===== config.mk =====
export PLATFORM = sky130hd
export DESIGN_NAME = mqtt_packet_deframer
export DESIGN_NICKNAME = d
export VERILOG_FILES = /design/src/rtl/mqttd_pkg.sv /design/src/rtl/mqttd_front.sv /design/src/rtl/mqttd_queue.sv /design/src/rtl/mqttd_back.sv /design/src/rtl/mqtt_packet_deframer.sv
export SDC_FILE = /design/constraint.sdc
export NUM_CORES = 1
export LEC_CHECK = 0
export BUFFER_PORTS_ARGS = -buffer_cell sky130_fd_sc_hd__buf_2
export CAP_MARGIN = 10
export CORE_AREA = 5 5 256 258
export CTS_CLUSTER_DIAMETER = 150
export DETAILED_ROUTE_END_ITERATION = 8
export DIE_AREA = 0 0 261 263
export SLEW_MARGIN = 10
export SYNTH_ARGS = -nofsm -noshare
export SYNTH_HDL_FRONTEND = slang
export SYNTH_SLANG_ARGS = --single-unit

===== constraint.sdc =====
create_clock -name clk -period 13.2 [get_ports clk]
set_input_delay 0.66 -clock clk [delete_from_list [all_inputs] [get_ports clk]]
set_output_delay 0.66 -clock clk [all_outputs]
set_load 0.02 [all_outputs]

===== src/rtl/mqttd_pkg.sv =====
// shared types and constants for the mqtt packet deframer
package mqttd_pkg;

  // parser phase of the front end
  typedef enum logic [1:0] {
    PH_HEADER = 2'd0,
    PH_LENGTH = 2'd1,
    PH_BODY   = 2'd2
  } phase_t;

  // event codes of a result record
  typedef enum logic [2:0] {
    EV_CONNECTED = 3'd0,
    EV_REFUSED   = 3'd1,
    EV_SUBACK    = 3'd2,
    EV_PUBLISH   = 3'd3,
    EV_PUBACK    = 3'd4,
    EV_UNHANDLED = 3'd5,
    EV_MALFORMED = 3'd6
  } event_t;

  // control packet types
  localparam logic [3:0] PT_CONNACK  = 4'h2;
  localparam logic [3:0] PT_PUBLISH  = 4'h3;
  localparam logic [3:0] PT_PUBACK   = 4'h4;
  localparam logic [3:0] PT_PUBREC   = 4'h5;
  localparam logic [3:0] PT_SUBACK   = 4'h9;
  localparam logic [3:0] PT_UNSUBACK = 4'hB;

  // result kinds
  localparam logic KIND_EVENT = 1'b0;
  localparam logic KIND_ACK   = 1'b1;

  // remaining length byte of a puback or pubrec reply
  localparam logic [7:0] ACK_LEN_BYTE = 8'h02;

  localparam int unsigned LEN_W = 28;
  localparam int unsigned TDATA_W = 88;

  // packet completion handed from front to back
  typedef struct packed {
    logic              too_long;
    logic [7:0]        header;
    logic [LEN_W-1:0]  rem_len;
    logic [15:0]       first_word;
    logic [7:0]        third_value;
    logic [15:0]       ident_word;
  } cmd_t;

  // one result item
  typedef struct packed {
    logic              out_kind;
    event_t            event_code;
    logic [3:0]        packet_type;
    logic [1:0]        qos_level;
    logic [15:0]       packet_ident;
    logic [15:0]       topic_length;
    logic [LEN_W-1:0]  payload_length;
    logic [7:0]        return_code;
    logic [7:0]        ack_byte;
    logic              last;
  } result_t;

endpackage


===== src/rtl/mqttd_front.sv =====
// front end: accepts bytes, tracks framing and captures body fields
module mqttd_front #(
  parameter int unsigned LENGTH_BYTES_MAX = 4
) (
  input  logic              clk,
  input  logic              rst,
  input  logic              in_valid,
  output logic              in_ready,
  input  logic [7:0]        in_byte,
  output logic              push,
  output mqttd_pkg::cmd_t   push_cmd,
  input  logic              q_full
);
  import mqttd_pkg::*;

  localparam logic [2:0] LEN_MAX = 3'(LENGTH_BYTES_MAX);

  phase_t            phase, phase_next;
  logic [7:0]        header, header_next;
  logic [LEN_W-1:0]  rem_len, rem_len_next;
  logic [2:0]        len_count, len_count_next;
  logic [LEN_W-1:0]  pos, pos_next;
  logic [15:0]       first_word, first_word_next;
  logic [7:0]        third_value, third_value_next;
  logic [15:0]       ident_word, ident_word_next;

  logic              accept;
  logic [LEN_W-1:0]  len_group;
  logic [LEN_W-1:0]  len_merged;
  logic [2:0]        count_inc;
  logic              too_long;
  logic              len_done;
  logic              len_zero;
  logic [LEN_W-1:0]  pos_inc;
  logic              body_done;
  logic [16:0]       ident_at;
  logic [16:0]       ident_at1;
  logic              pub_with_id;

  assign in_ready = !q_full;
  assign accept   = in_valid && in_ready;

  // length decode, seven bits a byte, low group first
  always_comb begin
    len_group = {{(LEN_W-7){1'b0}}, in_byte[6:0]};
    unique case (len_count[1:0])
      2'd0: len_merged = rem_len | len_group;
      2'd1: len_merged = rem_len | (len_group << 7);
      2'd2: len_merged = rem_len | (len_group << 14);
      2'd3: len_merged = rem_len | (len_group << 21);
      default: len_merged = rem_len;
    endcase
    count_inc = len_count + 3'd1;
    too_long  = in_byte[7] && (count_inc >= LEN_MAX);
    len_done  = !in_byte[7];
    len_zero  = (len_merged == '0);
  end

  // body position tracking
  assign pos_inc     = pos + LEN_W'(1);
  assign body_done   = (pos_inc == rem_len);
  assign ident_at    = 17'd2 + {1'b0, first_word};
  assign ident_at1   = ident_at + 17'd1;
  assign pub_with_id = (header[7:4] == PT_PUBLISH) &&
                       ((header[2:1] == 2'd1) || (header[2:1] == 2'd2)) &&
                       (pos >= LEN_W'(2));

  // next phase
  always_comb begin
    phase_next = phase;
    if (accept) begin
      unique case (phase)
        PH_LENGTH: begin
          if (too_long) begin
            phase_next = PH_HEADER;
          end else if (len_done) begin
            phase_next = len_zero ? PH_HEADER : PH_BODY;
          end
        end
        PH_BODY: begin
          if (body_done) begin
            phase_next = PH_HEADER;
          end
        end
        default: begin
          phase_next = PH_LENGTH;
        end
      endcase
    end
  end

  // datapath updates and completion push
  always_comb begin
    header_next      = header;
    rem_len_next     = rem_len;
    len_count_next   = len_count;
    pos_next         = pos;
    first_word_next  = first_word;
    third_value_next = third_value;
    ident_word_next  = ident_word;
    push             = 1'b0;
    if (accept) begin
      unique case (phase)
        PH_LENGTH: begin
          rem_len_next   = len_merged;
          len_count_next = count_inc;
          push           = too_long || (len_done && len_zero);
        end
        PH_BODY: begin
          if (pos == '0) begin
            first_word_next = {in_byte, first_word[7:0]};
          end else if (pos == LEN_W'(1)) begin
            first_word_next = {first_word[15:8], in_byte};
          end else if (pos == LEN_W'(2)) begin
            third_value_next = in_byte;
          end
          if (pub_with_id) begin
            if (pos == LEN_W'(ident_at)) begin
              ident_word_next = {in_byte, ident_word[7:0]};
            end else if (pos == LEN_W'(ident_at1)) begin
              ident_word_next = {ident_word[15:8], in_byte};
            end
          end
          pos_next = pos_inc;
          push     = body_done;
        end
        default: begin
          header_next      = in_byte;
          rem_len_next     = '0;
          len_count_next   = '0;
          pos_next         = '0;
          first_word_next  = '0;
          third_value_next = '0;
          ident_word_next  = '0;
        end
      endcase
    end
    push_cmd.too_long    = (phase == PH_LENGTH) && too_long;
    push_cmd.header      = header;
    push_cmd.rem_len     = rem_len_next;
    push_cmd.first_word  = first_word_next;
    push_cmd.third_value = third_value_next;
    push_cmd.ident_word  = ident_word_next;
  end

  // state registers
  always_ff @(posedge clk) begin
    if (rst) begin
      phase       <= PH_HEADER;
      header      <= '0;
      rem_len     <= '0;
      len_count   <= '0;
      pos         <= '0;
      first_word  <= '0;
      third_value <= '0;
      ident_word  <= '0;
    end else begin
      phase       <= phase_next;
      header      <= header_next;
      rem_len     <= rem_len_next;
      len_count   <= len_count_next;
      pos         <= pos_next;
      first_word  <= first_word_next;
      third_value <= third_value_next;
      ident_word  <= ident_word_next;
    end
  end

endmodule


===== src/rtl/mqttd_queue.sv =====
// short register queue of packet completions between front and back
module mqttd_queue #(
  parameter int unsigned DEPTH = 4
) (
  input  logic             clk,
  input  logic             rst,
  input  logic             push,
  input  mqttd_pkg::cmd_t  push_cmd,
  output logic             full,
  input  logic             pop,
  output logic             not_empty,
  output mqttd_pkg::cmd_t  head
);
  import mqttd_pkg::*;

  localparam int unsigned PTR_W = $clog2(DEPTH);
  localparam int unsigned CNT_W = $clog2(DEPTH + 1);
  localparam logic [PTR_W-1:0] PTR_LAST = PTR_W'(DEPTH - 1);
  localparam logic [CNT_W-1:0] CNT_FULL = CNT_W'(DEPTH);

  cmd_t              slots [DEPTH];
  logic [PTR_W-1:0]  wr_ptr;
  logic [PTR_W-1:0]  rd_ptr;
  logic [CNT_W-1:0]  count;
  logic              do_push;
  logic              do_pop;

  assign full      = (count == CNT_FULL);
  assign not_empty = (count != '0);
  assign head      = slots[rd_ptr];
  assign do_push   = push && !full;
  assign do_pop    = pop && not_empty;

  // pointers and fill count
  always_ff @(posedge clk) begin
    if (rst) begin
      wr_ptr <= '0;
      rd_ptr <= '0;
      count  <= '0;
    end else begin
      if (do_push) begin
        wr_ptr <= (wr_ptr == PTR_LAST) ? '0 : wr_ptr + PTR_W'(1);
      end
      if (do_pop) begin
        rd_ptr <= (rd_ptr == PTR_LAST) ? '0 : rd_ptr + PTR_W'(1);
      end
      if (do_push && !do_pop) begin
        count <= count + CNT_W'(1);
      end else if (do_pop && !do_push) begin
        count <= count - CNT_W'(1);
      end
    end
  end

  // slot storage
  always_ff @(posedge clk) begin
    if (do_push) begin
      slots[wr_ptr] <= push_cmd;
    end
  end

endmodule


===== src/rtl/mqttd_back.sv =====
// back end: turns completions into event records and reply bytes
module mqttd_back (
  input  logic             clk,
  input  logic             rst,
  input  logic             q_not_empty,
  input  mqttd_pkg::cmd_t  head,
  output logic             pop,
  output logic             out_valid,
  input  logic             out_ready,
  output mqttd_pkg::result_t out_item
);
  import mqttd_pkg::*;

  logic [2:0]   ack_left;
  logic [15:0]  ack_id;
  logic [7:0]   ack_head;
  logic         load;

  logic [3:0]   ptype;
  logic [1:0]   qos;
  logic [16:0]  need;
  logic [LEN_W:0] diff;
  logic         rl_lt2;
  logic         rl_lt3;
  result_t      ev;
  logic         ev_acks;
  result_t      ack;

  assign load = !out_valid || out_ready;
  assign pop  = load && (ack_left == '0) && q_not_empty;

  // event record from the queue head
  always_comb begin
    ptype   = head.header[7:4];
    qos     = head.header[2:1];
    need    = 17'd2 + {1'b0, head.first_word} + ((qos != 2'd0) ? 17'd2 : 17'd0);
    diff    = {1'b0, head.rem_len} - {{(LEN_W-16){1'b0}}, need};
    rl_lt2  = (head.rem_len < LEN_W'(2));
    rl_lt3  = (head.rem_len < LEN_W'(3));
    ev_acks = 1'b0;
    ev      = '0;
    ev.out_kind    = KIND_EVENT;
    ev.packet_type = ptype;
    ev.last        = 1'b1;
    if (head.too_long) begin
      ev.event_code = EV_MALFORMED;
    end else begin
      unique case (ptype)
        PT_CONNACK: begin
          if (rl_lt2) begin
            ev.event_code = EV_MALFORMED;
          end else begin
            ev.event_code  = (head.first_word[7:0] == 8'd0) ? EV_CONNECTED : EV_REFUSED;
            ev.return_code = head.first_word[7:0];
          end
        end
        PT_SUBACK: begin
          if (rl_lt3) begin
            ev.event_code = EV_MALFORMED;
          end else begin
            ev.event_code   = EV_SUBACK;
            ev.packet_ident = head.first_word;
            ev.return_code  = head.third_value;
          end
        end
        PT_UNSUBACK: begin
          if (rl_lt2) begin
            ev.event_code = EV_MALFORMED;
          end else begin
            ev.event_code   = EV_SUBACK;
            ev.packet_ident = head.first_word;
          end
        end
        PT_PUBACK: begin
          if (rl_lt2) begin
            ev.event_code = EV_MALFORMED;
          end else begin
            ev.event_code   = EV_PUBACK;
            ev.packet_ident = head.first_word;
          end
        end
        PT_PUBLISH: begin
          if ((qos == 2'd3) || diff[LEN_W]) begin
            ev.event_code = EV_MALFORMED;
          end else begin
            ev.event_code     = EV_PUBLISH;
            ev.qos_level      = qos;
            ev.packet_ident   = (qos != 2'd0) ? head.ident_word : 16'd0;
            ev.topic_length   = head.first_word;
            ev.payload_length = diff[LEN_W-1:0];
            ev_acks           = (qos != 2'd0);
            ev.last           = (qos == 2'd0);
          end
        end
        default: begin
          ev.event_code = EV_UNHANDLED;
        end
      endcase
    end
  end

  // reply byte for the current step of the acknowledgement
  always_comb begin
    ack          = '0;
    ack.out_kind = KIND_ACK;
    ack.last     = (ack_left == 3'd1);
    unique case (ack_left)
      3'd4:    ack.ack_byte = ack_head;
      3'd3:    ack.ack_byte = ACK_LEN_BYTE;
      3'd2:    ack.ack_byte = ack_id[15:8];
      default: ack.ack_byte = ack_id[7:0];
    endcase
  end

  // output register and reply sequencing
  always_ff @(posedge clk) begin
    if (rst) begin
      out_valid <= 1'b0;
      ack_left  <= '0;
    end else if (load) begin
      if (ack_left != '0) begin
        out_valid <= 1'b1;
        ack_left  <= ack_left - 3'd1;
      end else if (q_not_empty) begin
        out_valid <= 1'b1;
        ack_left  <= ev_acks ? 3'd4 : 3'd0;
      end else begin
        out_valid <= 1'b0;
      end
    end
  end

  // payload registers
  always_ff @(posedge clk) begin
    if (load) begin
      if (ack_left != '0) begin
        out_item <= ack;
      end else if (q_not_empty) begin
        out_item <= ev;
        ack_id   <= head.ident_word;
        ack_head <= {(qos == 2'd1) ? PT_PUBACK : PT_PUBREC, 4'h0};
      end
    end
  end

endmodule


===== src/rtl/mqtt_packet_deframer.sv =====
// top level of the mqtt packet deframer
//
//  channel  | direction | tdata                      | tuser    | tlast
//  s_*      | in        | rx_byte                    | -        | -
//  m_*      | out       | event and reply fields     | out_kind | last
//
// one byte is taken every cycle; the parser never waits on packet contents
// a finished packet goes into a QUEUE_DEPTH entry queue; while m_tready is
// high the emitter sends one result a cycle: one event record, plus four
// reply bytes for a publish with qos 1 or 2, so input stalls only while
// that queue is full; a packet is queued, then its results are registered
// synchronous reset returns the parser to waiting for a header byte
module mqtt_packet_deframer #(
  parameter int unsigned LENGTH_BYTES_MAX = 4,
  parameter int unsigned QUEUE_DEPTH      = 4
) (
  input  logic        clk,
  input  logic        rst,
  input  logic        s_tvalid,
  output logic        s_tready,
  input  logic [7:0]  s_tdata,   // [7:0] rx_byte
  output logic        m_tvalid,
  input  logic        m_tready,
  // [2:0] event_code, [6:3] packet_type, [8:7] qos_level, [24:9] packet_ident,
  // [40:25] topic_length, [68:41] payload_length, [76:69] return_code,
  // [84:77] ack_byte, [87:85] zero
  output logic [mqttd_pkg::TDATA_W-1:0] m_tdata,
  output logic [0:0]  m_tuser,   // [0] out_kind
  output logic        m_tlast
);
  import mqttd_pkg::*;

  logic     push;
  cmd_t     push_cmd;
  logic     q_full;
  logic     q_not_empty;
  logic     pop;
  cmd_t     head;
  result_t  item;

  // parser
  mqttd_front #(
    .LENGTH_BYTES_MAX (LENGTH_BYTES_MAX)
  ) u_front (
    .clk      (clk),
    .rst      (rst),
    .in_valid (s_tvalid),
    .in_ready (s_tready),
    .in_byte  (s_tdata),
    .push     (push),
    .push_cmd (push_cmd),
    .q_full   (q_full)
  );

  // completion queue
  mqttd_queue #(
    .DEPTH (QUEUE_DEPTH)
  ) u_queue (
    .clk       (clk),
    .rst       (rst),
    .push      (push),
    .push_cmd  (push_cmd),
    .full      (q_full),
    .pop       (pop),
    .not_empty (q_not_empty),
    .head      (head)
  );

  // emitter
  mqttd_back u_back (
    .clk         (clk),
    .rst         (rst),
    .q_not_empty (q_not_empty),
    .head        (head),
    .pop         (pop),
    .out_valid   (m_tvalid),
    .out_ready   (m_tready),
    .out_item    (item)
  );

  // output packing
  assign m_tdata = {3'b000, item.ack_byte, item.return_code, item.payload_length,
                    item.topic_length, item.packet_ident, item.qos_level,
                    item.packet_type, item.event_code};
  assign m_tuser = item.out_kind;
  assign m_tlast = item.last;

endmodule


==> impl_metrics.yaml, run 1 <==
setup_path:
  cp_cell_sequence: "buf_4 -> mux4_2 -> and3_1 -> and3_1 -> and3_1 -> and3_1 -> nand3_1 -> nor2_1 -> xnor2_1 -> ha_1 -> nand3_1 -> nor3_1 -> a21o_1 -> o2bb2a_1 -> nand2_1 -> nor2_1 -> nand2_1 -> o21ai_0"
  slowest_delay_ns: 0.84
  cp_slowest_cell: "nor2_1"
  r2r-end: "u_back.out_item[38]"
  required_ns: 13.63
  rrSetupSlack_ns: 6.94
  path_class: "flip-flop to flip-flop"
  cpMostUsedCell: "and3_1"
  reg2reg_depth: 18
  cp-start-kind: "flip-flop"
  cp-end-kind: "flip-flop"
  worstPathMaxFanout: 42
  arrival_ns: 6.69
detailed_routing:
  drt-wirelength-per-cell_um: 21.5
  ant_nets: 0
  vias: 16563
  wl_mm: 63.4
  drc: 0
  first_pass_iters: 5
  via_per_inst: 5.61
  first_iter_violations: 1138
sta:
  clock.fmax_ghz: 0.160
  finalSetupViolations: 0
  maxSlewHeadroom_pct: 18.6
  fin_crit_ns: 6.26
  slew_violations: 0
  fin_worst_skew_ns: 0.0196
  hold_violations: 0
  rsz0062_at_grt: "false"
  fin_setup_tns_ns: 0
  tightestPinTransition_ns: 1.21
  fin_crit_sh_pct: 47.4
min_path:
  hold_start: "s_tdata[7]"
  holdPathStages: 3
  hold_end: "u_front.header[7]"
  hold_class: "input port to flip-flop"
clock_tree:
  path_clk_slew_ns: 0.06
  clk_latency_ns: 0.59
  cts_tree: "done"
  postCtsSetupBuffers: 0
  cts_hold_buf: 0
  clk_path_buf_depth: 3
  post_cts_resized: 0
  h-tree-depth: 2
  cts_buffers: 52
  root_buffer: "clkbuf_16"
  clock-sinks: 524
die:
  die_h_um: 263
  rows: 92
  die_x_um: 261
  die-area_um2: 68600
  core_area_um2: 62700
  ios: 104
  initial_core_util_pct: 39.8
synth:
  synth-seq-cells: 524
  synth_cell_type_count: 94
  yosys.area.top_type_share_pct: 48.6
  synth.area.top_cells: "edfxtp_1 49%, dfxtp_1 9.6%, mux4_2 6.8%"
  synth_cells: 2024
  yosysWarnings: 0
  synth_edf_count: 404
  ys_seq_area_share_pct: 58.3
  synth_ff_type: "edfxtp_1"
  yosysMostFrequentCell: "edfxtp_1"
  synth.avg_cell_area_um2: 12.3
  yosys.area.top_type: "edfxtp_1"
  async_reset_ff_share_pct: 0
  synth_top_cells_by_count: "404 x edfxtp_1, 163 x nand2_1, 137 x nor2_1"
  synth_area_um2: 24900
finish:
  area_growth_syn_to_layout_pct: 11.7
  drive_gt1_share_pct: 15.5
  final_area_um2: 27900
  nets: 2119
  final_core_util_pct: 44.4
power:
  p_per_area_nw_per_um2: 180
  total_power_mw: 5.01
  power.leakage_nw: 9.54
  ir_worst_vdd_uv: 193
placed_design:
  dp_hpwl_mm: 43.3
  port-buffer-count: 100
  gp_congestion: 0.871
  place_area_um2: 26100
job:
  drv_cap: 0
global_routing:
  overflow: 0
  grt_use_total_pct: 17.9
  grt_max_degree: 72
  grt_pass1_vias: 15883
  grt_pass1_wl_mm: 97.0
  antenna_found_initial: 2
status:
  status: "finished, final reports clean"
## worst max-delay path: cells and delay by family (launching register included)
kind | cells | cell delay [ns]
AND/OR/NAND/NOR | 11 | 2.48
flip-flops | 1 | 0.82
buffers and inverters | 1 | 0.81
multiplexers | 1 | 0.72
AO/OA/AOI/OAI | 3 | 0.70
adder cells (fa/ha/maj) | 1 | 0.39
XOR/XNOR | 1 | 0.12
## cell usage in the layout, fill, tap and decap left out, types with 16 or more instances in the layout
| cell type | instances |
|---|---|
| a21oi_1 | 84 |
| a22o_1 | 36 |
| a22oi_1 | 28 |
| and2_1 | 24 |
| and3_1 | 16 |
| buf_2 | 99 |
| buf_4 | 20 |
| clkbuf_16 | 53 |
| dfxtp_1 | 118 |
| edfxtp_1 | 404 |
| ha_1 | 41 |
| inv_1 | 45 |
| mux2i_1 | 30 |
| mux4_2 | 75 |
| nand2_1 | 162 |
| nand3_1 | 53 |
| nand4_1 | 21 |
| nor2_1 | 137 |
| nor2b_1 | 72 |
| nor3_1 | 61 |
| nor4_1 | 27 |
| o21ai_0 | 121 |
| xnor2_1 | 70 |
| xor2_1 | 46 |
## per-stage QoR
step | hold slack (ns) | setup WS, ns | cells
6_report | 0.476 | 6.94 | 2952
5_1_grt | 0.489 | 6.30 | 2952
4_1_cts | 0.438 | 6.80 | 2951
3_5_place_dp | 0.505 | 6.82 | 2856
3_3_place_gp | 0.452 | 6.86 | 2856
2_1_floorplan | 0.454 | 8.04 | 2026
## area by class of cell
| type | count | area [um2] |
|---|---|---|
| Antenna cell | 1 | 2.50 |
| Clock buffer | 62 | 1380 |
| Clock inverter | 33 | 390 |
| Fill cell | 5703 | 34900 |
| Inverter | 47 | 178 |
| Multi-Input combinational cell | 1320 | 9660 |
| Sequential cell | 524 | 14500 |
| Tap cell | 846 | 1060 |
| Timing Repair Buffer | 119 | 646 |
## report_power, final
group          switching [mW]  total [mW]  internal [mW]
registers              0.0928        2.13           2.03
logic                   0.919        1.35          0.430
clock network           0.628        1.53          0.903
total                    1.64        5.01           3.37
## cells by family after synthesis
group / synth area share, %
simple gates: 13.6
flops: 58.3
compound gates: 10.3
buf+inv: 3.08
xor+xnor: 4.14
mux: 8.34
fa+ha+maj: 2.26
other cells: 0.0150
## flip-flops by register name (all words and copies together), names as in the netlist, 6 cells and up, named ones only
signal / cells
u_back.ack_id: 16
u_back.out_item: 87
u_front.pos: 28
u_front.rem_len: 28
u_front.ident_word: 16
u_queue.slots: 300
u_front.header: 6
u_front.third_value: 8
u_front.first_word: 16
## how the worst max path moves through the flow
stage | start | to | slack, ns
finish | flip-flop | u_back.out_item[38] | 6.94
global route | flip-flop | u_back.out_item[38] | 6.30
CTS | flip-flop | u_back.out_item[38] | 6.80
detailed placement | flip-flop | u_back.out_item[38] | 6.82
global placement | flip-flop | u_back.out_item[38] | 6.86
floorplan | u_front.len_count[0] | u_queue.slots[0][0] | 8.04
## routing by layer
metal  global-route usage, %  up-vias  part of all wire, %
met1                    25.6     8267                   45
met4                    4.91        2                  2.5
met5                       0        -                0.011
met2                    28.7      542                   47
met3                    2.58      105                  5.7
li1                        -     7647                    -
Power figures use the tool's default switching activity.
==> run 2: changes to the inputs <==
Clock period 13.2 ns to 6.3 ns, I/O delays scaled along.
==> run 2 against run 1 <==
  * Sequential cell count unchanged
  * Sequential power up 110%
  * Hold slack worse by 0.38 ns
  * Register-to-register slack worse by 5.8 ns
  * Highest routed layer unchanged
==> impl_metrics.yaml, run 2 (same netlist as run 1, synthesis figures left out) <==
clock_tree:
  post_cts_resized: 0
  clk_path_buf_depth: 3
  cts_hold_buf: 0
  h-tree-depth: 2
  cts_buffers: 52
  postCtsSetupBuffers: 0
  clock-sinks: 524
  root_buffer: "clkbuf_16"
  path_clk_slew_ns: 0.06
  clk_latency_ns: 0.60
  cts_tree: "done"
sta:
  fin_crit_ns: 5.19
  fin_crit_sh_pct: 82.3
  holdWs_ns: 0.0956
  maxSlewHeadroom_pct: 22.4
  slew_violations: 0
  clock.fmax_ghz: 0.193
  fin_setup_tns_ns: 0
  rsz0062_at_grt: "false"
  hold_violations: 0
  setup_ws_ns: 1.11
  fin_worst_skew_ns: 0.0258
  finalSetupViolations: 0
  tightestPinTransition_ns: 1.16
detailed_routing:
  first_pass_iters: 5
  first_iter_violations: 1139
  wl_mm: 63.2
  drt-wirelength-per-cell_um: 21.4
  via_per_inst: 5.58
  drc: 0
  ant_nets: 0
  vias: 16534
power:
  ir_worst_vdd_uv: 368
  sequentialPowerShare_pct: 42.7
  p_per_area_nw_per_um2: 373
  power.leakage_nw: 9.56
  p_sw_share_pct: 32.9
  p_clk_share_pct: 30.1
  power.internal_mw: 6.98
  switchingPower_mw: 3.42
  total_power_mw: 10.4
  pwr-share-comb_pct: 27.3
die:
  rows: 92
  die_h_um: 263
  die-area_um2: 68600
  ios: 104
  die_x_um: 261
  core_area_um2: 62700
  initial_core_util_pct: 39.8
placed_design:
  dp_hpwl_mm: 43.5
  post-place-ws_ns: 1.12
  gp_congestion: 0.914
  port-buffer-count: 100
  place_inst: 2862
finish:
  nets: 2125
  final_common_cell: "edfxtp_1"
  drive_gt1_share_pct: 15.7
  final_cell_mix: "404 x edfxtp_1, 162 x nand2_1, 137 x nor2_1"
  fin_cells: 2961
  area_growth_syn_to_layout_pct: 11.9
  largest_reg_flops: 300
  largest_register: "u_queue.slots"
  top_regs: "u_queue.slots x300, u_back.out_item x87"
global_routing:
  antenna_found_initial: 3
  grt_max_degree: 79
  grt_use_total_pct: 17.8
  overflow: 0
  grt_pass1_wl_mm: 96.0
  grt_pass1_vias: 16104
setup_path:
  arrival_ns: 5.62
  cp_slowest_cell: "nor2_1"
  path_class: "flip-flop to flip-flop"
  cp-start-kind: "flip-flop"
  path_buf_inv: 1
  slowest_delay_ns: 0.83
  cp-end-kind: "flip-flop"
  worstPathMaxFanout: 20
  cp_cell_sequence: "mux4_2 -> nor2_1 -> ha_1 -> inv_1 -> ha_1 -> and3_1 -> nand3_1 -> nor2_1 -> xnor2_1 -> ha_1 -> nand3_1 -> nor3_1 -> a21o_1 -> o2bb2a_1 -> nand2_1 -> nor2_1 -> nand2_1 -> o21ai_0"
  cpLargestDelayFamily: "simple AND/OR/NAND/NOR gates"
  required_ns: 6.73
job:
  drv_cap: 0
min_path:
  hold_class: "input port to flip-flop"
status:
  status: "finished, final reports clean"
==> run 2: cell count changes in the layout (fill, tap and decap cells not counted), sizes merged <==
cell,previous run,this run
clkbuf,62,74
buf,119,125
inv,46,49
clkinv,20,12
clkinvlp,6,5
bufinv,8,5
==> run 2: power groups by stage <==
| stage | combinational [mW] | clock [mW] | sequential, mW |
|---|---|---|---|
| 2_1_floorplan | 1.66 | 0 | 4.85 |
| 3_3_place_gp | 2.85 | 0 | 4.52 |
| 5_1_grt | 3.09 | 3.34 | 4.48 |
| 6_report | 2.84 | 3.13 | 4.44 |
| 3_5_place_dp | 2.85 | 0 | 4.52 |
| 4_1_cts | 2.86 | 3.19 | 4.45 |
==> run 2: layout make-up <==
| class | instances | area [um2] |
|---|---|---|
| clock inverters | 24 | 274 |
| repair buffers | 125 | 741 |
| clock buffers | 74 | 1450 |
| diodes | 1 | 2.50 |
| flip-flops and latches | 524 | 14500 |
| well taps | 846 | 1060 |
| fillers | 5619 | 34800 |
| inverters | 47 | 178 |
| multi-input cells | 1320 | 9660 |
==> run 2: path summary, 6_finish.rpt <==
path                          start                   to  slack (ns)  cells past startpoint
setup / recovery          flip-flop  u_back.out_item[40]        1.11                     18
hold / removal             m_tready     u_back.out_valid         0.1                      3
setup reg to reg          flip-flop  u_back.out_item[40]        1.11                     18
hold reg to reg   u_queue.rd_ptr[1]            flip-flop        0.50                      2
==> run 2: worst min-delay path: cells and delay by family <==
family / cells / cell delay, ns
buffers and inverters: 1 / 0.07
AO/OA/AOI/OAI: 1 / 0.09
AND/OR/NAND/NOR: 1 / 0.15
==> run 2: per-layer routing <==
| layer | share of wire [%] | up-vias | GRT usage (%) | routed length, um |
|---|---|---|---|---|
| li1 | - | 7679 | - | - |
| met1 | 44 | 8132 | 25.2 | 27900 |
| met2 | 46 | 570 | 27.7 | 28900 |
| met3 | 6.3 | 149 | 2.78 | 3980 |
| met4 | 4.0 | 4 | 7.07 | 2500 |
| met5 | 0.043 | - | 0 | 27 |
==> run 2: metrics by stage <==
stage / utilization, % / instance area (um2)
finish: 44.5 / 27900
global route: 44.5 / 27900
CTS: 44.5 / 27900
detailed placement: 41.7 / 26200
global placement: 41.7 / 26200
floorplan: - / 24900
